$ cat config.mk
export PLATFORM = sky130hd
export DESIGN_NAME = itc_queue
export DESIGN_NICKNAME = d
export VERILOG_FILES = /design/src/rtl/itc_pkg.sv /design/src/rtl/itc_queue.sv
export SDC_FILE = /design/constraint.sdc
export NUM_CORES = 1
export LEC_CHECK = 0
export BUFFER_PORTS_ARGS = -buffer_cell sky130_fd_sc_hd__buf_2
export CORE_UTILIZATION = 40
export CTS_CLUSTER_SIZE = 8
export DETAILED_ROUTE_END_ITERATION = 12
export GPL_TIMING_DRIVEN = 0
export PLACE_DENSITY = 0.57
export SLEW_MARGIN = 20
export SYNTH_ARGS = -nofsm -noshare
export SYNTH_HDL_FRONTEND = slang
export SYNTH_SLANG_ARGS = --single-unit
$ cat constraint.sdc
create_clock -name clk -period 7.3 [get_ports clk]
set_input_delay 0.73 -clock clk [delete_from_list [all_inputs] [get_ports clk]]
set_output_delay 0.73 -clock clk [all_outputs]
set_load 0.01 [all_outputs]
$ cat src/rtl/itc_pkg.sv
package itc_pkg;

    localparam int COORD_BITS_DEF = 16;

    // Depth of the queue between the classifying front and the arithmetic back.
    localparam int QUEUE_DEPTH = 8;
    localparam int QPTR_W      = $clog2(QUEUE_DEPTH);
    localparam int QCNT_W      = $clog2(QUEUE_DEPTH + 1);

    typedef logic [QCNT_W-1:0] qfill_t;

    // Classification made by the front and carried with each item.
    typedef struct packed {
        logic collinear;
        logic a_neg;
    } itc_flags_t;

    localparam int FLAGS_W = $bits(itc_flags_t);

endpackage

$ cat src/rtl/itc_queue.sv
module itc_queue
    import itc_pkg::*;
#(
    parameter int DATA_W = 8
)
(
    input  logic              clk,
    input  logic              rst_n,
    input  logic              push,
    input  logic [DATA_W-1:0] push_data,
    output logic              out_valid,
    output logic [DATA_W-1:0] out_data,
    output qfill_t            fill
);

    logic [DATA_W-1:0] mem [QUEUE_DEPTH];

    logic [QPTR_W-1:0] wr_ptr_reg, wr_ptr_next;
    logic [QPTR_W-1:0] rd_ptr_reg, rd_ptr_next;
    qfill_t            fill_reg, fill_next;
    logic              out_valid_reg;
    logic [DATA_W-1:0] out_data_reg;
    logic              pop;

    // The back end never stalls, so any stored entry leaves at once.
    assign pop = (fill_reg != '0);

    always_comb
    begin
        wr_ptr_next = push ? wr_ptr_reg + 1'b1 : wr_ptr_reg;
        rd_ptr_next = pop  ? rd_ptr_reg + 1'b1 : rd_ptr_reg;
        fill_next   = fill_reg + qfill_t'(push) - qfill_t'(pop);
    end

    always_ff @(posedge clk or negedge rst_n)
    begin
        if (!rst_n)
        begin
            wr_ptr_reg    <= '0;
            rd_ptr_reg    <= '0;
            fill_reg      <= '0;
            out_valid_reg <= 1'b0;
        end
        else
        begin
            wr_ptr_reg    <= wr_ptr_next;
            rd_ptr_reg    <= rd_ptr_next;
            fill_reg      <= fill_next;
            out_valid_reg <= pop;
        end
    end

    always_ff @(posedge clk)
    begin
        if (push)
        begin
            mem[wr_ptr_reg] <= push_data;
        end
    end

    always_ff @(posedge clk)
    begin
        if (pop)
        begin
            out_data_reg <= mem[rd_ptr_reg];
        end
    end

    assign out_valid = out_valid_reg;
    assign out_data  = out_data_reg;
    assign fill      = fill_reg;

endmodule

==> results by stage, run 1 <==
Finish:
- The register with the most flip-flops in the layout has 64 of them.
- The synthesis-to-layout area growth is 13.25%.
- The finished layout holds 297 standard cells, fillers aside.
- The number of nets in the layout is 209.
- For this run, the share of the core covered by cells in the final layout is 0.4756.
- The number of antenna repair diodes is 0.
- The proportion of layout cells with a drive suffix above 1 is 0.2821.
- Summing all non-filler instances in the final layout gives an area of 0.003732 mm².

Timing:
- The maximum operating frequency is 365.1 MHz.
- The final-report max-slew violation count is 0.
- After layout, the worst setup slack is 4.561 ns.
- The final period demand of the worst path is 2.739 ns.
- Of the available clock period, the critical path in the final layout requires 0.3752.
- The worst pin sits at a relative slew slack of 0.3655.
- For the pin with the worst max-slew slack, the measured transition is 0.9483 ns.
- Setup violations remaining at the end of the flow were counted as 0.
- Setup repair after global routing left no endpoint under its margin.
- The final worst hold slack is 0.2319 ns.
- Summed over all failing endpoints, the final setup total negative slack is 0 ns.
- Clock skew on the completed layout was measured at 0.007994 ns.
- The hold violation count in the final report is 0.

Routing:
- The detailed-route wire length is 5602 µm.
- The number of nets still failing antenna checks after routing is 0.
- In the final routed layout, each cell accounts on average for 18.86 µm.
- The total via count after detailed routing is 1517.
- The final routed DRC violation total is 0.
- For this block, the initial DRC count from the detailed router was 143.
- In the routed layout, each cell is associated on average with a via count of 5.108.
- The first detailed-routing pass took 4 iterations.

Placement:
- The HPWL after detailed placement is 3560 µm.
- The placed cell count is 281.
- The area after detailed placement is 0.003556 mm².
- The weighted congestion reported at the end of routability-driven placement is 0.7116.
- The total of buffers placed on input and output ports is 23.
- Before CTS, the worst setup slack after placement is 4.571 ns.

Clock network:
- CTS saw 83 sinks.
- The clock latency at the later pin of the worst-skew pair is 0.35 ns.
- The number of setup buffers added after CTS is 0.
- TritonCTS built the clock tree.
- The H-tree depth is 3.
- The TritonCTS buffer count is 9.
- The clock passes through at most 2 buffers.
- The hold buffer count at cts is 0.
- The CTS clock-pin slew for the worst setup and hold paths is 0.09 ns.
- The library cell used as clock root buffer is sky130_fd_sc_hd__clkbuf_8.
- The quantity of gates resized following cts is 0.

Setup path:
- Traced cell by cell, the critical path runs through inv_1 -> ha_1 -> or3b_2 -> clkbuf_1 -> ha_1 -> inv_1 -> ha_1 -> inv_1 -> fa_1 -> xnor2_1.
- By startpoint and endpoint, the worst setup path is classified as reg2reg.
- The maximum fanout encountered on the critical timing path is 13.
- The buffers plus inverters on the worst setup path is 4.
- The kind of start point of the critical path is a flip-flop.
- The cell count of the worst reg-to-reg path is 10.
- STA puts the critical path data required time at 7.54 ns.
- The endpoint type of the worst setup path is a flip-flop.
- The depth of the critical timing path with buffers and inverters included is 10.
- The arrival time at the worst endpoint is 2.98 ns.
- The slowest cell on the critical path is sky130_fd_sc_hd__or3b_2.
- The longest individual stage delay on the worst path is 0.43 ns.
- In this run the register-to-register setup slack is 4.56 ns.
- Grouping stages by cell kind, the critical path spends the most delay in adder cells.

Power and ir drop:
- The overall power is 1.444 mW.
- Dividing total power by cell area gives a power density of 386.8 mW/mm².
- VDD sags by at most 0.1435 mV.
- The analysis attributes to cell leakage a power of 1.359 nW.

Floorplanning:
- The die outline width is 92.77 µm.
- In this run the vertical extent of the chip is 92.77 µm.
- The floorplan step defined a die boundary enclosing 0.008606 mm².
- The initial utilization of the core area, before any placement, comes to 0.4200.
- The top-level port count is 24.
- The core box area is 0.007848 mm².
- Row generation in the floorplan step produced 32 rows.

Logic synthesis:
- The number of nets handed over by synthesis was 174.
- Synthesis produced 155 cells.
- The flip-flop and latch count after synthesis is 83.
- The synthesized netlist occupies a cell area of 0.003296 mm².
- The average cell area after synthesis is 21.26 µm².
- The share of the synthesized area in the top cell type is 0.6560.
- The most common flop cell mapped by yosys is sky130_fd_sc_hd__edfxtp_1.
- The number of flops mapped to enable cells by yosys is 72.
- The share of synthesized area occupied by flip-flops and latches is 0.7396.
- By area the synthesized netlist is led by sky130_fd_sc_hd__edfxtp_1 (66%), sky130_fd_sc_hd__mux4_1 (13%), sky130_fd_sc_hd__dfrtp_1 (8.4%).
- The most common cell in the netlist is sky130_fd_sc_hd__edfxtp_1.
- The cell type contributing the most total cell area after synthesis is sky130_fd_sc_hd__edfxtp_1.
- The number of distinct library cells after synthesis is 21.
- During synthesis, Yosys emitted a total of 0 warnings.
- The share of async-settable or async-resettable flops after synthesis is 0.1325.
- By count the netlist is led by sky130_fd_sc_hd__edfxtp_1 (72), sky130_fd_sc_hd__mux4_1 (16), sky130_fd_sc_hd__dfrtp_1 (11), sky130_fd_sc_hd__mux2_2 (10), sky130_fd_sc_hd__inv_1 (8).

Outcome:
- The flow ran to the end, and the final reports show no timing, DRC or antenna violations.

GRT:
- The global-route wire length before repair is 8645 µm.
- Entering global routing, the biggest net connects 16 pins.
- Global routing finished with a remaining overflow of 0.
- Across every metal layer, demand over resource in global routing totals 0.1452.
- The number of global-route vias before repair is 1558.
- The number of antenna violations at the first check in global routing is 0.

Job:
- Max-cap violations in this run came to 0.

Worst hold path:
- The path class of the tightest hold or removal check is in2async.
-- layout make-up --
class                           instances  area (µm²)
Buffer                                  6       47.55
Clock buffer                            9       123.9
Clock inverter                          7       52.55
Fill cell                             668        4115
Inverter                                8       30.03
Multi-Input combinational cell         58       790.8
Sequential cell                        83        2437
Tap cell                              102       127.6
Timing Repair Buffer                   24       122.6
-- placed cells by master, fill, tap and decap left out, drive strengths merged --
cell type   n
nand2       4
inv        10
clkinvlp    2
edfxtp     72
mux2       10
clkbuf     11
or3b        1
fa          1
nor3        2
nor2        6
clkinv      3
mux4       16
dfrtp      11
a21o        1
xor2        3
nand2b      3
ha          7
xnor2       3
buf        28
a21oi       1
-- per-layer routing --
metal / part of all wire / track usage / vias to the layer above
met5: 0 / 0 / -
met2: 0.53 / 0.2463 / 35
li1: - / - / 688
met4: 0.016 / 0.05513 / 0
met1: 0.41 / 0.1751 / 784
met3: 0.044 / 0.04187 / 10
-- kinds of logic after synthesis --
kind of cell | share of synthesized area
flops | 0.7396
mux | 0.1617
simple gates | 0.02278
buf+inv | 0.02354
fa+ha+maj | 0.03265
xor+xnor | 0.01595
compound gates | 0.003796
-- final timing paths --
kind                                  to          start
setup / recovery                 fill[2]        fill[2]
hold / removal             wr_ptr_reg[0]          rst_n
setup reg to reg                 fill[2]        fill[2]
hold reg to reg            wr_ptr_reg[1]  wr_ptr_reg[1]
max in group asynchronous  rd_ptr_reg[2]          rst_n
min in group clk           wr_ptr_reg[1]  wr_ptr_reg[1]
-- where the power goes --
group | internal (mW) | switching (mW)
Combinational | 0.228 | 0.236
Sequential | 0.642 | 0.0431
Clock | 0.126 | 0.169
(Power assumes the default switching activity.)
==> run 2, diff against run 1 <==
- ABC_AREA: not set -> 1
- PLACE_DENSITY: 0.57 -> 0.59
- clock period: 7.3 -> 2.5 ns (I/O delays scaled with it)
==> results by stage, run 2 <==
GRT:
- The global-route wire length before repair is 11530 µm (+33%).
- The sum of overflow across all layers after global routing was 0 (unchanged).
- The number of antenna violations at the first check in global routing was 0 (unchanged).
- The combined global-route utilization of all metal layers was 0.1662 (+0.02101).
- The largest net degree at the start of global routing is 15 (-1).
- The number of global-route vias before repair came to 2239 (+44%).

Setup path:
- Traced cell by cell, the critical path runs through inv_1 -> ha_1 -> nand3_2 -> ha_1 -> inv_1 -> ha_1 -> inv_1 -> fa_1 -> inv_1.
- The endpoint type of the worst setup path is a flip-flop.
- The data required time at the worst endpoint is 2.76 ns (-4.78 ns).
- The slowest cell on the critical path is sky130_fd_sc_hd__fa_1.
- The maximum fanout encountered on the critical timing path is 14 (+1).
- The kind of critical path is reg2reg.
- The cell repeated most along the worst path is sky130_fd_sc_hd__inv_1.
- The kind of start point of the critical path is a flip-flop.
- The cell count of the worst reg-to-reg path is 9 (-1).
- The arrival time at the worst endpoint is 2.53 ns (-0.45 ns).
- The longest individual stage delay on the worst path came to 0.47 ns (+0.04 ns).

Power and ir drop:
- The maximum VDD drop is 0.3861 mV (+170%).
- The power density relative to cell area is 1114 mW/mm² (+190%).
- The overall power is 4.601 mW (+220%).
- The leakage dissipation is 1.926 nW (+42%).

Logic synthesis:
- In the post-synthesis netlist, the biggest area contributors are sky130_fd_sc_hd__edfxtp_1 (59%), sky130_fd_sc_hd__nand2_1 (11%), sky130_fd_sc_hd__inv_1 (7.9%).
- The most common cell in the synthesized netlist is sky130_fd_sc_hd__nand2_1.
- The total of warnings raised by yosys is 0 (unchanged).
- Counting instances in the post-synthesis netlist gives the leading cell types as sky130_fd_sc_hd__nand2_1 (106), sky130_fd_sc_hd__inv_1 (77), sky130_fd_sc_hd__edfxtp_1 (72), sky130_fd_sc_hd__nand3_1 (34), sky130_fd_sc_hd__dfrtp_1 (11).
- The share of async-settable or async-resettable flops after synthesis is 0.1325 (unchanged).
- The most common flop cell mapped by yosys is sky130_fd_sc_hd__edfxtp_1.
- The number of distinct library cells after synthesis is 20 (-4.8%).
- The number of nets in the synthesized netlist is 368 (+110%).
- The share of the synthesized area in the top cell type is 0.5878 (-0.06828).
- The post-synthesis cell count is 349 (+130%).
- The share of synthesized area occupied by flip-flops and latches is 0.6626 (-0.07697).
- The average cell area after synthesis was 10.54 µm² (-50%).
- The synthesized design spends more area on one cell type than any other, namely sky130_fd_sc_hd__edfxtp_1.
- The number of flops mapped to enable cells by yosys is 72 (unchanged).
- The flip-flop and latch count after synthesis is 83 (unchanged).
- The post-synthesis instance area was 0.003679 mm² (+12%).

Timing:
- The count of final setup violators is 0 (unchanged).
- The worst-case clock skew was 0.01332 ns (+0.005325 ns).
- The final worst hold slack is 0.1671 ns (-0.06480 ns).
- The maximum operating frequency is 441.0 MHz (+21%).
- The transition time of the tightest slew-check pin came to 0.9879 ns (+0.03958 ns).
- The part of the cycle the worst path needs is 0.9070 (+0.5318).
- The hold violation count in the final report is 0 (unchanged).
- Setup repair after global routing left no endpoint under its margin.
- The total negative setup slack is 0 ns (unchanged).
- The normalized max-slew margin came to 0.3390 (-0.02648).
- The final period demand of the worst path is 2.268 ns (-0.4715 ns).
- The minimum setup slack in the final design was 0.2325 ns (-4.328 ns).
- The final-report max-slew violation count is 0 (unchanged).

Clock network:
- The TritonCTS buffer count is 9 (unchanged).
- The post-CTS setup-driven buffer insertion count is 0 (unchanged).
- The CTS clock-pin slew for the worst setup and hold paths was 0.09 ns (about the same).
- The H-tree depth is 3 (unchanged).
- The clock latency at the later pin of the worst-skew pair came to 0.35 ns (about the same).
- The library cell used as clock root buffer is sky130_fd_sc_hd__clkbuf_8.
- The clock tree from TritonCTS is yes.
- The number of sinks on the clock net was 83 (unchanged).
- The largest buffer count on any clock path is 2 (unchanged).

Routing:
- The final routed DRC violation total is 2 (+2).
- The detailed-route wire length is 7247 µm (+29%).
- The average wire per standard cell is 14.58 µm (-23%).
- The total via count after detailed routing is 2264 (+49%).
- The mean number of vias per cell is 4.555 (-11%).
- The number of nets still failing antenna checks after routing is 0 (unchanged).
- The detailed-routing iteration count for the pre-antenna-repair pass is 8 (+4).
- The number of violations reported at the end of detailed-routing iteration 0 came to 99 (-31%).

Placement:
- The worst slack at placement is -0.1240 ns (-4.695 ns).
- The total of buffers placed on input and output ports is 23 (unchanged).
- The HPWL after detailed placement was 4432 µm (+24%).
- The area after detailed placement is 0.003929 mm² (+10%).
- The placed cell count is 480 (+71%).
- The weighted congestion reported at the end of routability-driven placement is 0.7660 (+7.6%).

Finish:
- The proportion of layout cells with a drive suffix above 1 was 0.1568 (-0.1252).
- The synthesis-to-layout area growth is 12.24%.
- The number of fillers in the final layout is 791 (+18%).
- The number of antenna repair diodes was 0 (unchanged).
- The number of flip-flops under the largest register name was 64 (unchanged).
- The final cell count without fillers is 497 (+67%).
- The number of nets in the layout came to 403 (+93%).
- The area of combinational cells with multiple inputs came to 838.3 µm² (+6.0%).
- The commonest non-fill, non-tap cell in the layout is sky130_fd_sc_hd__nand2_1.
- The area of all sequential standard cells came to 0.002437 mm² (unchanged).
- In the layout the commonest cells are sky130_fd_sc_hd__nand2_1 (106), sky130_fd_sc_hd__inv_1 (77), sky130_fd_sc_hd__edfxtp_1 (72).
- The area of all placed cells without fillers is 0.004129 mm² (+11%).
- The final core utilization is 0.4689 (-0.006723).

Outcome:
- The run finished, with violations left.
- The final reports fail on DRC.

Floorplanning:
- The vertical extent of the die was 97.90 µm (+5.5%).
- The core box area is 0.008806 mm² (+12%).
- The total die area is 0.009583 mm² (+11%).
- The effective utilization at floorplan is 0.4177 (-0.002229).
- The die outline width is 97.90 µm (+5.5%).
- The top-level port count was 24 (unchanged).
- The placement row count is 34 (+6.3%).

Job:
- The reported max-cap violation count came to 0 (unchanged).

Worst hold path:
- Along the worst hold path, the cell count comes to 1.
- The classification of the worst-slack hold path is in2reg.
[run 2: cell count changes after synthesis, sizes merged, moves of 2 or more]
cell,previous run,this run
nor3,2,0
nand3,0,34
mux2,10,0
o21ai,0,2
xnor2,3,1
nand2,4,116
nor2,6,8
mux4,16,0
inv,8,79
clkbuf,2,0
buf,4,11
nand2b,3,0
[run 2: cells by family after synthesis]
| group | after synthesis | synth area share |
|---|---|---|
| AO/OA/AOI/OAI | 3 | 0.004080 |
| XOR/XNOR | 5 | 0.01190 |
| adder cells (fa/ha/maj) | 8 | 0.02925 |
| buffers and inverters | 91 | 0.1109 |
| flip-flops | 83 | 0.6626 |
| AND/OR/NAND/NOR | 159 | 0.1813 |
[run 2: worst max-delay path: cells and delay by family, from the launching register on]
family / cells / cell delay (ns)
AND/OR/NAND/NOR: 1 / 0.35
adder cells (fa/ha/maj): 4 / 1.21
flip-flops: 1 / 0.38
buffers and inverters: 4 / 0.21
[run 2: area by class of cell]
type                       instances  share of cell area
buffer                            11             0.02485
clock buffer                      11             0.03182
clock inverter                     5             0.01303
inverter                          80             0.07394
multi-input combinational        175              0.2030
sequential                        83              0.5903
tap                              108             0.03273
timing repair buffer              24             0.03030
[run 2: worst paths after layout]
path,startpoint,to,slack (ns)
setup / recovery,fill[2],fill[1],0.23
min in group asynchronous,rst_n,fill[0],0.28
hold reg to reg,wr_ptr_reg[0],wr_ptr_reg[0],0.55
max in group asynchronous,rst_n,out_valid,2.00
hold / removal,push_data[4],mem[7][4],0.17
setup reg to reg,fill[2],fill[1],0.23
[run 2: report_power, final]
group          internal [mW]  switching, mW
clock network          0.457          0.468
logic                  0.633           1.13
registers               1.82         0.0903
[run 2: timing repair]
action	CTS	global route
setup endpoints to repair	2	0
hold endpoints to repair	11	0
hold buffers	1	0
resized for setup	1	0
[run 2: layer usage]
layer  wire length [µm]  part of all wire  vias to the layer above  GRT usage
li1                   -                 -                     1152          -
met1               3292              0.45                     1048     0.2179
met2               3448              0.48                       49     0.2676
met3                308             0.043                       15    0.02362
met4                198             0.027                        0    0.09091
met5                  0                 0                        -          0
